`src/design/mcfb_pkg.sv`:
```
// Shared types and constants of the Modbus command frame builder.
package mcfb_pkg;

    localparam int REQ_TYPE_W  = 5;
    localparam int VALUE_W     = 23;
    localparam int BYTE_W      = 8;

    // Command codes.
    localparam logic [4:0] REQ_PUMP_READ      = 5'd0;
    localparam logic [4:0] REQ_INV_BLOCK1     = 5'd1;
    localparam logic [4:0] REQ_INV_BLOCK2     = 5'd2;
    localparam logic [4:0] REQ_ONOFF_FIRST    = 5'd3;
    localparam logic [4:0] REQ_ONOFF_LAST     = 5'd12;
    localparam logic [4:0] REQ_CO_SETPOINT    = 5'd13;
    localparam logic [4:0] REQ_CO_DELTA       = 5'd14;
    localparam logic [4:0] REQ_EEV_SETPOINT   = 5'd15;
    localparam logic [4:0] REQ_EEV_MAX_PULSES = 5'd16;
    localparam logic [4:0] REQ_EEV_MIN_POS    = 5'd17;
    localparam logic [4:0] REQ_WORK_POWER     = 5'd18;

    // Frame constants and function codes.
    localparam logic [7:0] PUMP_ADDR     = 8'h41;
    localparam logic [7:0] PUMP_END      = 8'hFF;
    localparam logic [7:0] FN_PUMP_READ  = 8'h01;
    localparam logic [7:0] FN_FORCE      = 8'h03;
    localparam logic [7:0] FN_CO         = 8'h0C;
    localparam logic [7:0] FN_SUMP       = 8'h0B;
    localparam logic [7:0] FN_COLD_PUMP  = 8'h0A;
    localparam logic [7:0] FN_HOT_PUMP   = 8'h09;
    localparam logic [7:0] FN_CO_SET     = 8'h04;
    localparam logic [7:0] FN_CO_DELTA   = 8'h05;
    localparam logic [7:0] FN_EEV_SET    = 8'h08;
    localparam logic [7:0] FN_EEV_MAX    = 8'h0D;
    localparam logic [7:0] FN_EEV_MIN    = 8'h0F;
    localparam logic [7:0] FN_POWER      = 8'h0E;
    localparam logic [7:0] FN_INV_READ   = 8'h03;

    // Configuration register indexes.
    localparam logic [1:0] REG_INV_ADDR   = 2'd0;
    localparam logic [1:0] REG_INV_FIRST  = 2'd1;
    localparam logic [1:0] REG_BLOCK_CNT  = 2'd2;

    typedef enum logic [1:0] {
        KIND_PUMP,
        KIND_INV,
        KIND_BAD
    } kind_t;

    typedef enum logic [1:0] {
        MODE_NONE,
        MODE_SPLIT,
        MODE_ROUND,
        MODE_POWER
    } mode_t;

    typedef struct packed {
        logic [7:0]  inv_addr;
        logic [15:0] inv_first;
        logic [6:0]  block_cnt;
    } cfg_t;

    // One classified frame waiting for the back end. Byte i of the frame is fbytes[i];
    // when split is set, bytes 2 and 3 become split_val / 100 and split_val % 100.
    typedef struct packed {
        kind_t           kind;
        logic [5:0][7:0] fbytes;
        logic            split;
        logic [14:0]     split_val;
    } desc_t;

endpackage

```
`src/design/mcfb_req_if.sv`:
```
// Command channel interface: command code and value in hundredths.
interface mcfb_req_if
    import mcfb_pkg::*;
();
    logic                       valid;
    logic                       ready;
    logic [REQ_TYPE_W-1:0]      req_type;
    logic signed [VALUE_W-1:0]  value_hundredths;

    modport source (output valid, req_type, value_hundredths, input ready);
    modport sink   (input valid, req_type, value_hundredths, output ready);
endinterface

```
`src/design/mcfb_byte_if.sv`:
```
// Frame byte channel interface: one frame byte per transaction.
interface mcfb_byte_if
    import mcfb_pkg::*;
();
    logic              valid;
    logic              ready;
    logic [BYTE_W-1:0] frame_byte;
    logic              last_byte;
    logic              no_frame;

    modport source (output valid, frame_byte, last_byte, no_frame, input ready);
    modport sink   (input valid, frame_byte, last_byte, no_frame, output ready);
endinterface

```
`src/design/mcfb_front.sv`:
```
// Front end: accepts commands, decodes them, clamps values and does the first divide by 100.
module mcfb_front
    import mcfb_pkg::*;
(
    input  logic       clk,
    input  logic       rst_n,
    mcfb_req_if.sink   req,
    input  cfg_t       cfg,
    output logic       push_valid,
    input  logic       push_ready,
    output desc_t      push_desc
);

    // x / 100 for x below 2**22 by reciprocal multiply.
    localparam int         DIV_SHIFT = 29;
    localparam logic [22:0] DIV_RECIP = 23'd5368710;

    localparam logic signed [22:0] SET_MAX   = 23'sd25599;
    localparam logic signed [22:0] PULSE_MAX = 23'sd25500;
    localparam logic signed [22:0] POWER_MAX = 23'sd2559900;
    localparam logic [21:0]        HALF_UNIT = 22'd50;

    typedef struct packed {
        kind_t           kind;
        logic [5:0][7:0] fbytes;
        mode_t           mode;
        logic [21:0]     x;
    } stage_t;

    logic   s1_valid_reg;
    logic   s1_valid_next;
    stage_t s1_reg;
    stage_t s1_next;
    logic   in_accept;

    logic [4:0]               code;
    logic signed [22:0]       h;
    logic [3:0]               pos;
    logic [15:0]              start;
    logic [44:0]              prod;
    logic [14:0]              q1;

    function automatic logic [21:0] clamp_to(input logic signed [22:0] v,
                                             input logic signed [22:0] hi);
        logic [21:0] r;
        if (v < 0)
            r = '0;
        else if (v > hi)
            r = hi[21:0];
        else
            r = v[21:0];
        return r;
    endfunction

    function automatic logic [7:0] onoff_fn(input logic [2:0] pair);
        logic [7:0] f;
        case (pair)
            3'd0:    f = FN_FORCE;
            3'd1:    f = FN_CO;
            3'd2:    f = FN_SUMP;
            3'd3:    f = FN_COLD_PUMP;
            3'd4:    f = FN_HOT_PUMP;
            default: f = 8'h00;
        endcase
        return f;
    endfunction

    assign code      = req.req_type;
    assign h         = req.value_hundredths;
    assign pos       = 4'(code - REQ_ONOFF_FIRST);
    assign start     = (code == REQ_INV_BLOCK2) ? cfg.inv_first + {9'b0, cfg.block_cnt}
                                                : cfg.inv_first;
    assign req.ready = !s1_valid_reg || push_ready;
    assign in_accept = req.valid && req.ready;

    always_comb
    begin
        s1_next           = '0;
        s1_next.kind      = KIND_PUMP;
        s1_next.mode      = MODE_NONE;
        s1_next.fbytes[0] = PUMP_ADDR;
        s1_next.fbytes[4] = PUMP_END;
        case (code)
            REQ_PUMP_READ:
            begin
                s1_next.fbytes[1] = FN_PUMP_READ;
            end
            REQ_INV_BLOCK1, REQ_INV_BLOCK2:
            begin
                s1_next.kind      = KIND_INV;
                s1_next.fbytes[0] = cfg.inv_addr;
                s1_next.fbytes[1] = FN_INV_READ;
                s1_next.fbytes[2] = start[15:8];
                s1_next.fbytes[3] = start[7:0];
                s1_next.fbytes[4] = 8'h00;
                s1_next.fbytes[5] = {1'b0, cfg.block_cnt};
            end
            REQ_CO_SETPOINT, REQ_CO_DELTA, REQ_EEV_SETPOINT:
            begin
                s1_next.fbytes[1] = (code == REQ_CO_SETPOINT) ? FN_CO_SET :
                                    (code == REQ_CO_DELTA)    ? FN_CO_DELTA : FN_EEV_SET;
                s1_next.mode      = MODE_SPLIT;
                s1_next.x         = clamp_to(h, SET_MAX);
            end
            REQ_EEV_MAX_PULSES, REQ_EEV_MIN_POS:
            begin
                s1_next.fbytes[1] = (code == REQ_EEV_MAX_PULSES) ? FN_EEV_MAX : FN_EEV_MIN;
                s1_next.mode      = MODE_ROUND;
                s1_next.x         = clamp_to(h, PULSE_MAX) + HALF_UNIT;
            end
            REQ_WORK_POWER:
            begin
                s1_next.fbytes[1] = FN_POWER;
                s1_next.mode      = MODE_POWER;
                s1_next.x         = clamp_to(h, POWER_MAX) + HALF_UNIT;
            end
            default:
            begin
                if (code inside {[REQ_ONOFF_FIRST:REQ_ONOFF_LAST]})
                begin
                    s1_next.fbytes[1] = onoff_fn(pos[3:1]);
                    s1_next.fbytes[2] = {7'b0, !pos[0]};
                end
                else
                begin
                    s1_next.kind   = KIND_BAD;
                    s1_next.fbytes = '0;
                end
            end
        endcase
    end

    always_comb
    begin
        s1_valid_next = s1_valid_reg;
        if (in_accept)
            s1_valid_next = 1'b1;
        else if (push_ready)
            s1_valid_next = 1'b0;
    end

    always_ff @(posedge clk or negedge rst_n)
    begin
        if (!rst_n)
            s1_valid_reg <= 1'b0;
        else
            s1_valid_reg <= s1_valid_next;
    end

    always_ff @(posedge clk)
    begin
        if (in_accept)
            s1_reg <= s1_next;
    end

    // Second stage: first divide by 100, result goes straight into the queue register.
    assign prod = {23'b0, s1_reg.x} * {22'b0, DIV_RECIP};
    assign q1   = prod[DIV_SHIFT +: 15];

    always_comb
    begin
        push_desc           = '0;
        push_desc.kind      = s1_reg.kind;
        push_desc.fbytes    = s1_reg.fbytes;
        case (s1_reg.mode)
            MODE_SPLIT:
            begin
                push_desc.split     = 1'b1;
                push_desc.split_val = s1_reg.x[14:0];
            end
            MODE_ROUND:
            begin
                push_desc.fbytes[2] = q1[7:0];
            end
            MODE_POWER:
            begin
                push_desc.split     = 1'b1;
                push_desc.split_val = q1;
            end
            default:
            begin
                push_desc.split     = 1'b0;
            end
        endcase
    end

    assign push_valid = s1_valid_reg;

endmodule

```
`src/design/mcfb_queue.sv`:
```
// Small register queue of frame descriptors between the front and back ends.
module mcfb_queue
    import mcfb_pkg::*;
#(
    parameter int DEPTH = 2
)
(
    input  logic  clk,
    input  logic  rst_n,
    input  logic  push_valid,
    output logic  push_ready,
    input  desc_t push_desc,
    output logic  pop_valid,
    input  logic  pop_ready,
    output desc_t pop_desc
);

    localparam int PTR_W = $clog2(DEPTH);
    localparam int CNT_W = $clog2(DEPTH + 1);

    desc_t            mem_reg [DEPTH];
    logic [PTR_W-1:0] wr_ptr_reg, wr_ptr_next;
    logic [PTR_W-1:0] rd_ptr_reg, rd_ptr_next;
    logic [CNT_W-1:0] count_reg, count_next;
    logic             do_push, do_pop;

    assign push_ready = count_reg != CNT_W'(DEPTH);
    assign pop_valid  = count_reg != '0;
    assign pop_desc   = mem_reg[rd_ptr_reg];
    assign do_push    = push_valid && push_ready;
    assign do_pop     = pop_valid && pop_ready;

    always_comb
    begin
        wr_ptr_next = wr_ptr_reg;
        rd_ptr_next = rd_ptr_reg;
        count_next  = count_reg;
        if (do_push)
            wr_ptr_next = (wr_ptr_reg == PTR_W'(DEPTH - 1)) ? '0 : wr_ptr_reg + 1'b1;
        if (do_pop)
            rd_ptr_next = (rd_ptr_reg == PTR_W'(DEPTH - 1)) ? '0 : rd_ptr_reg + 1'b1;
        if (do_push && !do_pop)
            count_next = count_reg + 1'b1;
        else if (do_pop && !do_push)
            count_next = count_reg - 1'b1;
    end

    always_ff @(posedge clk or negedge rst_n)
    begin
        if (!rst_n)
        begin
            wr_ptr_reg <= '0;
            rd_ptr_reg <= '0;
            count_reg  <= '0;
        end
        else
        begin
            wr_ptr_reg <= wr_ptr_next;
            rd_ptr_reg <= rd_ptr_next;
            count_reg  <= count_next;
        end
    end

    always_ff @(posedge clk)
    begin
        if (do_push)
            mem_reg[wr_ptr_reg] <= push_desc;
    end

endmodule

```
`src/design/mcfb_back.sv`:
```
// Back end: loads a descriptor, splits values by 100, sends bytes and builds the CRC.
module mcfb_back
    import mcfb_pkg::*;
(
    input  logic        clk,
    input  logic        rst_n,
    input  logic        pop_valid,
    output logic        pop_ready,
    input  desc_t       pop_desc,
    mcfb_byte_if.source rsp
);

    // w / 100 for w below 2**15 by reciprocal multiply.
    localparam int          SPLIT_SHIFT = 22;
    localparam logic [15:0] SPLIT_RECIP = 16'd41944;
    localparam logic [15:0] CRC_INIT    = 16'hFFFF;
    localparam logic [15:0] CRC_POLY    = 16'hA001;
    localparam logic [2:0]  INV_LAST    = 3'd7;
    localparam logic [2:0]  PUMP_LAST   = 3'd4;
    localparam logic [2:0]  BAD_LAST    = 3'd0;
    localparam logic [2:0]  CRC_LO_IDX  = 3'd6;

    logic            busy_reg, busy_next;
    logic [2:0]      idx_reg, idx_next;
    logic [2:0]      last_idx_reg, last_idx_next;
    logic            bad_reg, bad_next;
    logic [15:0]     crc_reg, crc_next;
    logic [5:0][7:0] fb_reg, fb_next;

    logic            load;
    logic            out_accept;
    logic            is_last;
    logic [30:0]     prod;
    logic [7:0]      q2;
    logic [14:0]     q2_x100;
    logic [14:0]     rem;
    logic [7:0]      cur_byte;

    function automatic logic [15:0] crc_byte(input logic [15:0] c, input logic [7:0] d);
        logic [15:0] t;
        t = c ^ {8'h00, d};
        for (int b = 0; b < 8; b++)
            t = t[0] ? ((t >> 1) ^ CRC_POLY) : (t >> 1);
        return t;
    endfunction

    assign is_last    = idx_reg == last_idx_reg;
    assign out_accept = rsp.valid && rsp.ready;
    assign pop_ready  = !busy_reg || (rsp.ready && is_last);
    assign load       = pop_valid && pop_ready;

    assign prod    = {16'b0, pop_desc.split_val} * {15'b0, SPLIT_RECIP};
    assign q2      = prod[SPLIT_SHIFT +: 8];
    assign q2_x100 = {1'b0, q2, 6'b0} + {2'b0, q2, 5'b0} + {5'b0, q2, 2'b0};
    assign rem     = pop_desc.split_val - q2_x100;

    always_comb
    begin
        case (idx_reg)
            3'd0:       cur_byte = fb_reg[0];
            3'd1:       cur_byte = fb_reg[1];
            3'd2:       cur_byte = fb_reg[2];
            3'd3:       cur_byte = fb_reg[3];
            3'd4:       cur_byte = fb_reg[4];
            3'd5:       cur_byte = fb_reg[5];
            CRC_LO_IDX: cur_byte = crc_reg[7:0];
            default:    cur_byte = crc_reg[15:8];
        endcase
    end

    always_comb
    begin
        busy_next     = busy_reg;
        idx_next      = idx_reg;
        last_idx_next = last_idx_reg;
        bad_next      = bad_reg;
        crc_next      = crc_reg;
        fb_next       = fb_reg;
        if (out_accept)
        begin
            idx_next = idx_reg + 1'b1;
            if (idx_reg < CRC_LO_IDX)
                crc_next = crc_byte(crc_reg, cur_byte);
            if (is_last)
                busy_next = 1'b0;
        end
        if (load)
        begin
            busy_next = 1'b1;
            idx_next  = '0;
            crc_next  = CRC_INIT;
            bad_next  = pop_desc.kind == KIND_BAD;
            fb_next   = pop_desc.fbytes;
            if (pop_desc.split)
            begin
                fb_next[2] = q2;
                fb_next[3] = {1'b0, rem[6:0]};
            end
            case (pop_desc.kind)
                KIND_INV:  last_idx_next = INV_LAST;
                KIND_PUMP: last_idx_next = PUMP_LAST;
                default:   last_idx_next = BAD_LAST;
            endcase
        end
    end

    always_ff @(posedge clk or negedge rst_n)
    begin
        if (!rst_n)
        begin
            busy_reg     <= 1'b0;
            idx_reg      <= '0;
            last_idx_reg <= '0;
            bad_reg      <= 1'b0;
        end
        else
        begin
            busy_reg     <= busy_next;
            idx_reg      <= idx_next;
            last_idx_reg <= last_idx_next;
            bad_reg      <= bad_next;
        end
    end

    always_ff @(posedge clk)
    begin
        crc_reg <= crc_next;
        fb_reg  <= fb_next;
    end

    assign rsp.valid      = busy_reg;
    assign rsp.frame_byte = cur_byte;
    assign rsp.last_byte  = is_last;
    assign rsp.no_frame   = bad_reg;

endmodule

```
`src/design/modbus_command_frame_builder_top.sv`:
```
// Top level of the Modbus command frame builder: configuration registers and the three stages.
//
//  Channel  Role    Transaction
//  -------  ------  ----------------------------------------------------------
//  req      sink    one command: req_type, value_hundredths
//  rsp      source  one frame byte: frame_byte, last_byte, no_frame
//  APB      slave   write or read of inverter_address, inverter_first_register,
//                   block_register_count at byte addresses 0, 4 and 8
//
// A command is decoded and clamped into the front end's single register, and
// the first divide by 100 is done as the descriptor is written into the queue,
// so with an empty queue and an idle back end a command passes the front end
// register, the queue and then the back end before its first byte is presented.
// The back end sends one byte per cycle while the output takes them; inverter
// frames have 8 bytes, pump frames 5 and an unknown code 1. The output port's
// one byte per cycle sets the sustained rate, and the next frame's first byte
// follows the last byte of the previous one without a gap. While the output
// stalls, the queue and the front end keep taking commands until they are
// full. Reset is asynchronous and active low; it empties all stages and
// restores the register reset values.
// The CRC-16 is built one byte per cycle as bytes 0 to 5 leave the block.
module modbus_command_frame_builder_top
    import mcfb_pkg::*;
#(
    parameter int QUEUE_DEPTH = 2   // descriptors held between front and back end, at least 2
)
(
    input  logic        clk,
    input  logic        rst_n,
    mcfb_req_if.sink    req,
    mcfb_byte_if.source rsp,
    input  logic        psel,
    input  logic        penable,
    input  logic        pwrite,
    input  logic [3:0]  paddr,
    input  logic [31:0] pwdata,
    output logic [31:0] prdata,
    output logic        pready
);

    logic [7:0]  inv_addr_reg, inv_addr_next;
    logic [15:0] inv_first_reg, inv_first_next;
    logic [6:0]  block_cnt_reg, block_cnt_next;
    logic        cfg_write;
    cfg_t        cfg;

    logic        push_valid, push_ready;
    desc_t       push_desc;
    logic        pop_valid, pop_ready;
    desc_t       pop_desc;

    // Configuration port. Writes complete in the access cycle; pready is tied high.
    assign pready    = 1'b1;
    assign cfg_write = psel && penable && pwrite;

    always_comb
    begin
        inv_addr_next  = inv_addr_reg;
        inv_first_next = inv_first_reg;
        block_cnt_next = block_cnt_reg;
        if (cfg_write)
        begin
            case (paddr[3:2])
                REG_INV_ADDR:  inv_addr_next  = pwdata[7:0];
                REG_INV_FIRST: inv_first_next = pwdata[15:0];
                REG_BLOCK_CNT: block_cnt_next = pwdata[6:0];
                default:       inv_addr_next  = inv_addr_reg;
            endcase
        end
    end

    always_comb
    begin
        case (paddr[3:2])
            REG_INV_ADDR:  prdata = {24'b0, inv_addr_reg};
            REG_INV_FIRST: prdata = {16'b0, inv_first_reg};
            REG_BLOCK_CNT: prdata = {25'b0, block_cnt_reg};
            default:       prdata = '0;
        endcase
    end

    always_ff @(posedge clk or negedge rst_n)
    begin
        if (!rst_n)
        begin
            inv_addr_reg  <= 8'd1;
            inv_first_reg <= 16'd0;
            block_cnt_reg <= 7'd1;
        end
        else
        begin
            inv_addr_reg  <= inv_addr_next;
            inv_first_reg <= inv_first_next;
            block_cnt_reg <= block_cnt_next;
        end
    end

    assign cfg.inv_addr  = inv_addr_reg;
    assign cfg.inv_first = inv_first_reg;
    assign cfg.block_cnt = block_cnt_reg;

    mcfb_front u_front (
        .clk        (clk),
        .rst_n      (rst_n),
        .req        (req),
        .cfg        (cfg),
        .push_valid (push_valid),
        .push_ready (push_ready),
        .push_desc  (push_desc)
    );

    mcfb_queue #(
        .DEPTH (QUEUE_DEPTH)
    ) u_queue (
        .clk        (clk),
        .rst_n      (rst_n),
        .push_valid (push_valid),
        .push_ready (push_ready),
        .push_desc  (push_desc),
        .pop_valid  (pop_valid),
        .pop_ready  (pop_ready),
        .pop_desc   (pop_desc)
    );

    mcfb_back u_back (
        .clk       (clk),
        .rst_n     (rst_n),
        .pop_valid (pop_valid),
        .pop_ready (pop_ready),
        .pop_desc  (pop_desc),
        .rsp       (rsp)
    );

    // An unknown code gives a single zero byte that also closes the frame.
    a_bad_frame: assert property (@(posedge clk) disable iff (!rst_n)
        rsp.valid && rsp.no_frame |-> rsp.last_byte && rsp.frame_byte == 8'h00)
        else $error("unknown-code result is not a single closing zero byte");

    // The front end must hold its descriptor while the queue is full.
    a_push_hold: assert property (@(posedge clk) disable iff (!rst_n)
        push_valid && !push_ready |=> push_valid && $stable(push_desc))
        else $error("front end dropped or changed a descriptor while the queue was full");

    // A descriptor taken by the back end shows up as a frame byte in the next cycle.
    a_load_shows: assert property (@(posedge clk) disable iff (!rst_n)
        pop_valid && pop_ready |=> rsp.valid)
        else $error("back end loaded a descriptor but presents no byte");

endmodule
```
`src/flat_wrapper.sv`:
```
// flat-port wrapper written by rule: the top's interface ports become plain ports
module modbus_command_frame_builder_top_flat import mcfb_pkg::*;
#(
    parameter int QUEUE_DEPTH = 2                                                             
)
  (clk, rst_n, psel, penable, pwrite, paddr, pwdata, prdata, pready, req_valid, req_req_type, req_value_hundredths, req_ready, rsp_valid, rsp_frame_byte, rsp_last_byte, rsp_no_frame, rsp_ready);
  mcfb_req_if req_i ();
  mcfb_byte_if rsp_i ();
  input  logic clk;
  input  logic rst_n;
  input  logic psel;
  input  logic penable;
  input  logic pwrite;
  input  logic [3:0] paddr;
  input  logic [31:0] pwdata;
  output logic [31:0] prdata;
  output logic pready;
  input wire logic [$bits(req_i.valid)-1:0] req_valid;
  input wire logic [$bits(req_i.req_type)-1:0] req_req_type;
  input wire logic [$bits(req_i.value_hundredths)-1:0] req_value_hundredths;
  output wire logic [$bits(req_i.ready)-1:0] req_ready;
  output wire logic [$bits(rsp_i.valid)-1:0] rsp_valid;
  output wire logic [$bits(rsp_i.frame_byte)-1:0] rsp_frame_byte;
  output wire logic [$bits(rsp_i.last_byte)-1:0] rsp_last_byte;
  output wire logic [$bits(rsp_i.no_frame)-1:0] rsp_no_frame;
  input wire logic [$bits(rsp_i.ready)-1:0] rsp_ready;
  assign req_i.valid = req_valid;
  assign req_i.req_type = req_req_type;
  assign req_i.value_hundredths = req_value_hundredths;
  assign req_ready = req_i.ready;
  assign rsp_valid = rsp_i.valid;
  assign rsp_frame_byte = rsp_i.frame_byte;
  assign rsp_last_byte = rsp_i.last_byte;
  assign rsp_no_frame = rsp_i.no_frame;
  assign rsp_i.ready = rsp_ready;
  modbus_command_frame_builder_top #(.QUEUE_DEPTH(QUEUE_DEPTH)) u_core (.clk(clk), .rst_n(rst_n), .req(req_i), .rsp(rsp_i), .psel(psel), .penable(penable), .pwrite(pwrite), .paddr(paddr), .pwdata(pwdata), .prdata(prdata), .pready(pready));
endmodule
```
`config.mk`:
```
export PLATFORM = sky130hd
export DESIGN_NAME = modbus_command_frame_builder_top_flat
export DESIGN_NICKNAME = d
export VERILOG_FILES = /design/src/design/mcfb_pkg.sv /design/src/design/mcfb_req_if.sv /design/src/design/mcfb_byte_if.sv /design/src/design/mcfb_front.sv /design/src/design/mcfb_queue.sv /design/src/design/mcfb_back.sv /design/src/design/modbus_command_frame_builder_top.sv /design/src/flat_wrapper.sv
export SDC_FILE = /design/constraint.sdc
export NUM_CORES = 1
export LEC_CHECK = 0
export BUFFER_PORTS_ARGS = -buffer_cell sky130_fd_sc_hd__buf_2
export CORE_MARGIN = 10
export CORE_UTILIZATION = 55
export CTS_CLUSTER_SIZE = 20
export DETAILED_ROUTE_END_ITERATION = 7
export PLACE_DENSITY = 0.82
export SYNTH_ARGS = -nofsm -noshare
export SYNTH_HDL_FRONTEND = slang
export SYNTH_SLANG_ARGS = --single-unit
```
`constraint.sdc`:
```
create_clock -name clk -period 16.2 [get_ports clk]
set_input_delay 2.43 -clock clk [delete_from_list [all_inputs] [get_ports clk]]
set_output_delay 2.43 -clock clk [all_outputs]
set_load 0.05 [all_outputs]
```
; After elaboration in Yosys (flattened, before gate mapping)
; Memory sizes are Yosys's and may differ from the RTL's.
; Index checks and enable logic that the tools add are counted.
[totals]
output_inout_bits = 45
ff_bits = 182
in_bits = 71
n_memories = 1
ramBits = 132
[memory_table]
columns = memory, words, width, read_ports, rd_clocked_by_memory_dff, write_ports, line_no
row1 = u_core.u_queue.mem_reg, 2, 66, 1, 0, 1, mcfb_queue.sv:21  ; desc_t mem_reg [DEPTH];
[classes]
n_reduce_logical = 37
n_lt_le_gt_ge = 7
add_sub_neg = 12
eq_ne = 27
muxes = 48
multipliers = 2
n_bitwise = 9
[ops]
columns = cell, n
row1 = $mux 22, 8
row2 = $mux 16, 9
row3 = $pmux 24 s3, 1
row4 = $pmux 34 s2, 1
row5 = $pmux 8 s7, 1
row6 = $pmux 16 s3, 1
row7 = $gt 23x16->1 const B, 2
row8 = $add 22x6->22 const B, 2
row9 = $mul 22x22->43 const B, 1
row10 = $pmux 8 s5, 1
row11 = $pmux 15 s2, 1
row12 = $mul 15x13->27 const B, 1
row13 = $mux 26, 1
row14 = $not 2->3, 8
row15 = $gt 23x23->1 const B, 1
row16 = $lt 23x1->1 const B, 1
row17 = $pmux 4 s5, 1
row18 = $add 16x7->16, 1
row19 = $pmux 8 s2, 1
row20 = $xor 16x8->16, 1
row21 = $eq 5x4->1 const B, 3
row22 = $eq 5x5->1 const B, 3
row23 = $mux 15, 1
row24 = $add 7x7->7, 2
row25 = other kinds (37), 89

; Logic depth before layout (Yosys ltp)
; Gate-level depths: netlist of the first run.
[depth]
word_depth = 19
depth_mapped = 33
ltp_nobuf = 30

; Cells and area by module
; From an unflattened synthesis of the first run, not the netlist that was laid out.
[unflattened]
hier_cells = 2322
hier_area_um2 = 26813.2
[by_module_without_submodules]
columns = module, area_each_um2, cells_per_inst, seq_area_each_um2, n_inst
row1 = mcfb_front, 13165.1, 1373, 1886.8, 1
row2 = mcfb_back, 7001.7, 604, 1936.9, 1
row3 = mcfb_queue, 5069.9, 223, 4063.9, 1
row4 = modbus_command_frame_builder_top, 1576.5, 122, 778.2, 1

; Worst setup path after synthesis of the first run
; No wires, ideal clock.
[synth_timing]
path_type = flip-flop to flip-flop
from = register u_core.u_queue.rd_ptr_reg
to = register u_core.u_back.fb_reg[30] in the netlist's numbering, data pin
synth_period_minus_slack_ps = 7799
arrival_ps = 7516
path_stages_with_launch = 32
path_slack_ps = 8401
n_path_buf = 3
cell_sequence = dfrtp_1 clkbuf_1 buf_1 buf_1 mux2i_1 inv_1 fa_1 ha_1 inv_1 fa_1 inv_1 fa_1 inv_1 fa_1 inv_1 ha_1 nand4_1 o21bai_1 o211ai_1 o211ai_1 o21ai_0 xnor2_1 ha_1 ha_1 inv_1 ha_1 o21a_1 nor2_1 xnor2_1 xnor3_1 xnor2_1 mux2i_1
[synth_via]
elab_chain_cells = 6
[synth_lines]
columns = item, line_no
row1 = from (decl), mcfb_queue.sv:23  ; logic [PTR_W-1:0] rd_ptr_reg, rd_ptr_next;
row2 = from (signal assigned), mcfb_queue.sv:59  ; rd_ptr_reg <= rd_ptr_next;
row3 = $mem_v2 2x66 *, n/a
row4 = $mul 15x13->27, mcfb_back.sv:52  ; assign prod = {16'b0, pop_desc.split_val} * {15'b0, SPLIT_RECIP};
row5 = $add 7x7->7 (2 in a row), mcfb_back.sv:54  ; assign q2_x100 = {1'b0, q2, 6'b0} + {2'b0, q2, 5'b0} + {5'b0, q2, 2'b0};
row6 = $sub 7x7->7, mcfb_back.sv:55  ; assign rem = pop_desc.split_val - q2_x100;
row7 = $mux 15 *, mcfb_back.sv:94  ; if (pop_desc.split)
row8 = to (signal assigned), mcfb_back.sv:128  ; fb_reg <= fb_next;
row9 = to (decl), mcfb_back.sv:28  ; logic [5:0][7:0] fb_reg, fb_next;
; Every way passes the cells marked *; elsewhere a longest branch is shown, timed or not.
; A chain may end at the register's enable or synchronous reset.

; Final worst setup path of the first run
; Same ends and word-level chain as after synthesis.

==> flow_metrics.env, run 1 <==
export IMPL_routed_wl_um=55370
export IMPL_place_area_um2=25540
export IMPL_dieWidth_um=231.4
export IMPL_drc=0
export IMPL_first_iter_violations=1231
export IMPL_maxSlewViolCount=0
export IMPL_drive_above_1_share_pct=9.851
export IMPL_grt_overflow_total=0
export IMPL_place_ws_ns=7.848
export IMPL_rows=77
export IMPL_largest_reg_flops=108
export IMPL_ys_types=83
export IMPL_cts_hold_buf=0
export IMPL_cts_tree="yes"
export IMPL_crit_arrival_ns=8.69
export IMPL_path_delay_family="adder cells"
export IMPL_worstHoldPathType="register to register"
export IMPL_cts_setup_buffers=0
export IMPL_synthArstFlopShare_pct=16.23
export IMPL_final_area_um2=26470
export IMPL_path_common_cell="ha_1"
export IMPL_holdWs_ns=0.4435
export IMPL_synthToLayoutAreaGrowth_pct=7.745
export IMPL_die_area_um2=53530
export IMPL_cts_buffers=28
export IMPL_vias_per_cell=5.611
export IMPL_finalHoldViolCount=0
export IMPL_synth_edf_count=206
export IMPL_met2_usage_pct=35.52
export IMPL_cts_repair_resized=0
export IMPL_post_route_min_period_ns=8.391
export IMPL_grt_antenna_before_repair=4
export IMPL_via_count=16140
export IMPL_clock_latency_ns=0.56
export IMPL_grt_max_degree=63
export IMPL_ys_ff_latch=265
export IMPL_first_global_vias=17170
export IMPL_final_common_cell="inv_1"
export IMPL_fp_dieH_um=231.4
export IMPL_whs_path_depth=0
export IMPL_slowest_delay_ns=0.85
export IMPL_worst_path_buf_inv=5
export IMPL_final_nets=2937
export IMPL_yosysWarnings=0
export IMPL_setup_violations=0
export IMPL_initial_utilization_pct=55.56
export IMPL_synthCells=2189
export IMPL_rsz0062_at_grt="false"
export IMPL_use_met1_pct=27.99
export IMPL_final_cell_mix="446 x inv_1, 358 x ha_1, 246 x fa_1"
export IMPL_yosys_area_top_type="edfxtp_1"
export IMPL_critPathRequiredTime_ns=16.50
export IMPL_drv_cap=0
export IMPL_globalplace_congestion=0.9372
export IMPL_crit_slowest_cell="mux2i_1"
export IMPL_track_usage_pct=20.92
export IMPL_cts_root_buf="clkbuf_16"
export IMPL_end_kind="register"
export IMPL_fmax_ghz=0.1192
export IMPL_io_pins=116
export IMPL_netlist_area_um2=24570
export IMPL_fin_ws_ns=7.809
export IMPL_fin_crit_sh_pct=51.79
export IMPL_wl_per_cell_um=19.25
export IMPL_portBuffers=80
export IMPL_skew_ns=0.02979
export IMPL_synth_ff_type="edfxtp_1"
export IMPL_syn_area_per_cell_um2=11.22
export IMPL_worstPathMaxFanout=56
export IMPL_cp_start_kind="register"
export IMPL_busiest_layer="met2"
export IMPL_synth_area_leaders="edfxtp_1 25%, fa_1 20%, ha_1 18%"
export IMPL_seq_area_um2=7586
export IMPL_status="finished clean"
export IMPL_cts_path_max_buffers=3
export IMPL_drt_pass1_iter_count=7
export IMPL_setup_tns_ns=0
export IMPL_clk_pin_slew_worst_paths_ns=0.06
export IMPL_htree_levels=1
export IMPL_cp_num_cells=29
export IMPL_nFillCells=3385
export IMPL_tightest_slew_ns=1.311
export IMPL_yosysSeqAreaShare_pct=30.87
export IMPL_yosysTopAreaCellShare_pct=25.18
export IMPL_multi_input_area_um2=15080
export IMPL_hpwl_um=44190
export IMPL_slew_headroom_pct=11.90
export IMPL_grt_pass1_wl_um=89920
export IMPL_crit_type="register to register"
export IMPL_use_met3_pct=3.262
export IMPL_coreArea_um2=44220
export IMPL_ant_nets=0
export IMPL_reg2reg_depth=29
export IMPL_cts_sinks=265
final timing paths:
path,to,start,slack [ns]
hold / removal,u_core.u_queue.mem_reg[1][25]$_DFFE_PP_,u_core.u_front.push_desc[25]$_DFFE_PP_,0.44
setup reg to reg,u_core.u_back.fb_reg[30]$_DFFE_PP_,u_core.u_queue.rd_ptr_reg$_DFFE_PN0P_,7.81
min in group asynchronous,u_core.u_queue.wr_ptr_reg$_DFFE_PN0P_,rst_n,2.01
setup / recovery,u_core.u_back.fb_reg[30]$_DFFE_PP_,u_core.u_queue.rd_ptr_reg$_DFFE_PN0P_,7.81
max in group asynchronous,u_core.u_queue.rd_ptr_reg$_DFFE_PN0P_,rst_n,13.51
hold reg to reg,u_core.u_queue.mem_reg[1][25]$_DFFE_PP_,u_core.u_front.push_desc[25]$_DFFE_PP_,0.44
cells by family after synthesis:
| group | synth area share [%] |
|---|---|
| fa+ha+maj | 38.27 |
| buf+inv | 8.071 |
| simple gates | 6.849 |
| compound gates | 7.409 |
| flops | 30.87 |
| mux | 5.337 |
| xor+xnor | 3.162 |
| other cells | 0.03056 |
worst reg2reg max path: cells and delay by family, from the launching register on:
family | cells | cell delay, ns
buf+inv | 5 | 1.03
flops | 1 | 0.34
fa+ha+maj | 8 | 2.98
xor+xnor | 4 | 0.83
mux | 2 | 0.97
simple gates | 5 | 0.62
compound gates | 5 | 1.35
Yosys cell counts (all sizes together), types with 12 or more instances:
master,n
mux2,69
edfxtp,206
clkbuf,28
xor2,30
mux2i,53
a21oi,59
nor3,22
nand2,100
o211ai,22
o21ai,67
nand3,24
dfxtp,16
nand4,12
fa,246
and2,32
ha,358
nor2,64
and3,18
a21o,20
xnor2,48
nor2b,15
buf,32
inv,446
dfrtp,41
layout make-up:
type                       instances  share of cell area (%)
sequential                       265                   28.65
clock inverter                    16                  0.5955
antenna                            1                0.009452
inverter                         447                   6.338
multi-input combinational       1432                   56.95
tap                              592                   2.798
clock buffer                      36                   2.911
timing repair buffer              88                   1.739
layer usage:
layer,share of wire [%],wire (um)
met1,43,23860
met2,48,26820
met3,6.7,3698
met4,1.7,965
met5,0.051,28
per-stage QoR:
stage	std cells	util, %
after global placement	2824	57.76
after global routing	2877	59.87
after detailed placement	2824	57.76
final	2877	59.87
after CTS	2876	59.86
after floorplan	2204	-
Power of run 1 is not shown: default switching activity piles up to over one toggle a cycle in this logic, so the estimate is an artifact.
==> inputs of run 2 (changes only) <==
--- a/config.mk
+++ b/config.mk
@@ -5,12 +5,13 @@
 export SDC_FILE = /design/constraint.sdc
 export NUM_CORES = 1
 export LEC_CHECK = 0
+export ABC_AREA = 1
 export BUFFER_PORTS_ARGS = -buffer_cell sky130_fd_sc_hd__buf_2
 export CORE_MARGIN = 10
 export CORE_UTILIZATION = 55
 export CTS_CLUSTER_SIZE = 20
 export DETAILED_ROUTE_END_ITERATION = 7
-export PLACE_DENSITY = 0.82
+export PLACE_DENSITY = 0.84
 export SYNTH_ARGS = -nofsm -noshare
 export SYNTH_HDL_FRONTEND = slang
 export SYNTH_SLANG_ARGS = --single-unit
==> constraint.sdc (replaced) <==
create_clock -name clk -period 7.15 [get_ports clk]
set_input_delay 1.0725 -clock clk [delete_from_list [all_inputs] [get_ports clk]]
set_output_delay 1.0725 -clock clk [all_outputs]
set_load 0.05 [all_outputs]
==> run 2 against run 1 <==
The flow now finishes with violations (design-rule violations). Area after synthesis increased by 7.0%. Final area is 8.7% higher. Sequential share of layout area decreased by 2.3 points. Global-route usage increased by 2.1 points. Die area rose by 6.4%. Clock-buffer cell count decreased by 1. First-iteration DRC count rose by 63%. Critical path type unchanged. Largest cell class unchanged.
==> flow_metrics.env, run 2 <==
export IMPL_status="finished, violations left"
export IMPL_violations="design-rule violations"
export IMPL_hpwl_um=52490
export IMPL_ys_types=64
export IMPL_critPathRequiredTime_ns=7.44
export IMPL_synth_adder_area_share_pct=35.77
export IMPL_wl_per_cell_um=17.90
export IMPL_fp_dieH_um=238.6
export IMPL_yosys_area_top_type="edfxtp_1"
export IMPL_ant_nets=0
export IMPL_met2_usage_pct=39.20
export IMPL_largest_reg_flops=108
export IMPL_first_global_vias=20610
export IMPL_yosysSeqAreaShare_pct=28.85
export IMPL_crit_type="register to register"
export IMPL_final_cell_mix="610 x inv_1, 478 x nand2_1, 345 x ha_1"
export IMPL_synth_most_common_cell="inv_1"
export IMPL_drive_above_1_share_pct=10.74
export IMPL_synth_simple_area_share_pct=16.03
export IMPL_htree_levels=1
export IMPL_syn_area_per_cell_um2=9.078
export IMPL_worstPathMaxFanout=7
export IMPL_synth_ff_type="edfxtp_1"
export IMPL_fmax_ghz=0.1458
export IMPL_use_met1_pct=29.92
export IMPL_layout_cells_non_filler=3650
export IMPL_coreArea_um2=47550
export IMPL_cp_start_kind="register"
export IMPL_worst_path_buf_inv=8
export IMPL_synthToLayoutAreaGrowth_pct=9.452
export IMPL_drt_pass1_iter_count=8
export IMPL_busiest_layer="met2"
export IMPL_die_area_um2=56950
export IMPL_track_usage_pct=22.98
export IMPL_cts_root_buf="clkbuf_16"
export IMPL_tightest_slew_ns=1.089
export IMPL_ys_ff_latch=265
export IMPL_maxSlewViolCount=0
export IMPL_synth_area_mux_share_pct=0.1904
export IMPL_path_delay_family="adder cells"
export IMPL_slew_headroom_pct=27.43
export IMPL_clk_pin_slew_worst_paths_ns=0.06
export IMPL_crit_slowest_cell="fa_1"
export IMPL_cts_buffers=28
export IMPL_finalHoldViolCount=0
export IMPL_synth_edf_count=206
export IMPL_grt_antenna_before_repair=0
export IMPL_dpl_cell_count=3589
export IMPL_cts_hold_buf=0
export IMPL_yosysWarnings=0
export IMPL_io_pins=116
export IMPL_setup_tns_ns=0
export IMPL_cts_path_max_buffers=3
export IMPL_cts_sinks=265
export IMPL_grt_overflow_total=0
export IMPL_synthArstFlopShare_pct=16.23
export IMPL_drc=3
export IMPL_dieWidth_um=238.6
export IMPL_first_iter_violations=2001
export IMPL_via_count=20240
export IMPL_crit_arrival_ns=7.15
export IMPL_fin_crit_sh_pct=95.93
export IMPL_skew_ns=0.03194
export IMPL_synthTopCellsByCount="621 x inv_1, 487 x nand2_1, 358 x ha_1, 246 x fa_1, 206 x edfxtp_1"
export IMPL_post_route_min_period_ns=6.859
export IMPL_antennaDiodeCount=0
export IMPL_end_kind="register"
export IMPL_rows=80
export IMPL_globalplace_congestion=1.024
export IMPL_drv_cap=0
export IMPL_routed_wl_um=65350
export IMPL_final_common_cell="inv_1"
export IMPL_use_met3_pct=3.054
export IMPL_synth_area_leaders="edfxtp_1 24%, fa_1 19%, ha_1 17%"
export IMPL_cts_tree="yes"
export IMPL_clock_latency_ns=0.55
export IMPL_slowest_delay_ns=0.54
export IMPL_grt_max_degree=63
export IMPL_setup_violations=0
export IMPL_final_nets=3689
export IMPL_synth_compound_area_share_pct=7.520
export IMPL_vias_per_cell=5.546
export IMPL_grt_pass1_wl_um=105300
export IMPL_worstHoldPathType="register to register"
export IMPL_yosysTopAreaCellShare_pct=23.53
export IMPL_portBuffers=80
export IMPL_synth_xor_area_share_pct=1.166
export IMPL_netlist_area_um2=26290
export IMPL_synthCells=2896
export IMPL_synth_top_family_by_area="adder cells"
export IMPL_initial_utilization_pct=55.29
-- run 2: changes by cell type after synthesis, moves of 15 or more --
cell,change
and3_1,-17
and2_1,-30
nand2_1,+387
inv_1,+175
xnor2_1,-31
mux2i_1,-48
nand3_1,+106
or2_2,+18
a21oi_1,+53
o21ai_0,+79
nor2b_1,-15
mux2_2,-68
nor2_1,+127
nand2_2,+19
-- run 2: path summary, 6_finish.rpt --
check / from / to / slack, ns / depth (start not counted)
setup reg to reg: u_core.u_queue.rd_ptr_reg$_DFFE_PN0P_ / u_core.u_back.fb_reg[30]$_DFFE_PP_ / 0.29 / 32
setup / recovery: u_core.u_queue.rd_ptr_reg$_DFFE_PN0P_ / u_core.u_back.fb_reg[30]$_DFFE_PP_ / 0.29 / 32
min in group asynchronous: rst_n / u_core.u_back.rsp.valid$_DFFE_PN0P_ / 0.72 / 1
hold / removal: u_core.u_front.push_desc[26]$_DFFE_PP_ / u_core.u_queue.mem_reg[1][26]$_DFFE_PP_ / 0.44 / 0
max in group asynchronous: rst_n / u_core.u_queue.rd_ptr_reg$_DFFE_PN0P_ / 5.67 / 1
hold reg to reg: u_core.u_front.push_desc[26]$_DFFE_PP_ / u_core.u_queue.mem_reg[1][26]$_DFFE_PP_ / 0.44 / 0
-- run 2: final cells by class --
| class | count | area [um2] |
|---|---|---|
| flip-flops and latches | 265 | 7586 |
| inverters | 634 | 2390 |
| repair buffers | 132 | 794.5 |
| multi-input cells | 1952 | 16300 |
| repair inverters | 1 | 7.507 |
| clock buffers | 35 | 737.0 |
| clock inverters | 16 | 188.9 |
| well taps | 615 | 769.5 |
| fillers | 3644 | 18770 |
-- run 2: metrics by stage --
stage                     setup WS, ns  hold slack, ns  util [%]  area [um2]
after floorplan                0.07279          0.4215         -       26350
after global placement         0.03484          0.4253     57.83       27500
after detailed placement       -0.1327          0.4321     57.83       27500
after CTS                     0.001266          0.4410     59.91       28480
after global routing          -0.04441          0.4585     60.52       28780
final                           0.2910          0.4388     60.52       28780
-- run 2: kinds of logic (layout without fill, tap and decap cells) --
group / Yosys count / after routing
and+or+nand+nor: 946 / 946
buffers and inverters: 694 / 818
adders and majority gates: 604 / 604
AOI/OAI and AO/OA: 345 / 345
DFF: 265 / 265
xor gates and xnor gates: 35 / 35
muxes: 5 / 5
other: 2 / 17
-- run 2: what timing repair did --
action                                  in CTS  in global routing
pin swaps                                    1                  7
cloned                                       1                  0
resized for setup                            6                 63
endpoints found under the setup margin       1                  1
buffers inserted                             5                  4
-- run 2: metal layers --
| layer | vias up | routed length (um) |
|---|---|---|
| li1 | 9518 | - |
| met3 | 159 | 4871 |
| met2 | 891 | 31450 |
| met1 | 9676 | 26800 |
| met4 | 0 | 2227 |
| met5 | - | 0 |
-- run 2: worst reg2reg max path: cells and delay by family (launching register included) --
kind                     cells  cell delay (ns)
adder cells (fa/ha/maj)      9             3.46
buffers and inverters        8             0.82
AO/OA/AOI/OAI                5             0.75
AND/OR/NAND/NOR              7             0.60
XOR/XNOR                     3             0.52
flip-flops                   1             0.45
Power of run 2 is left out for the same reason.
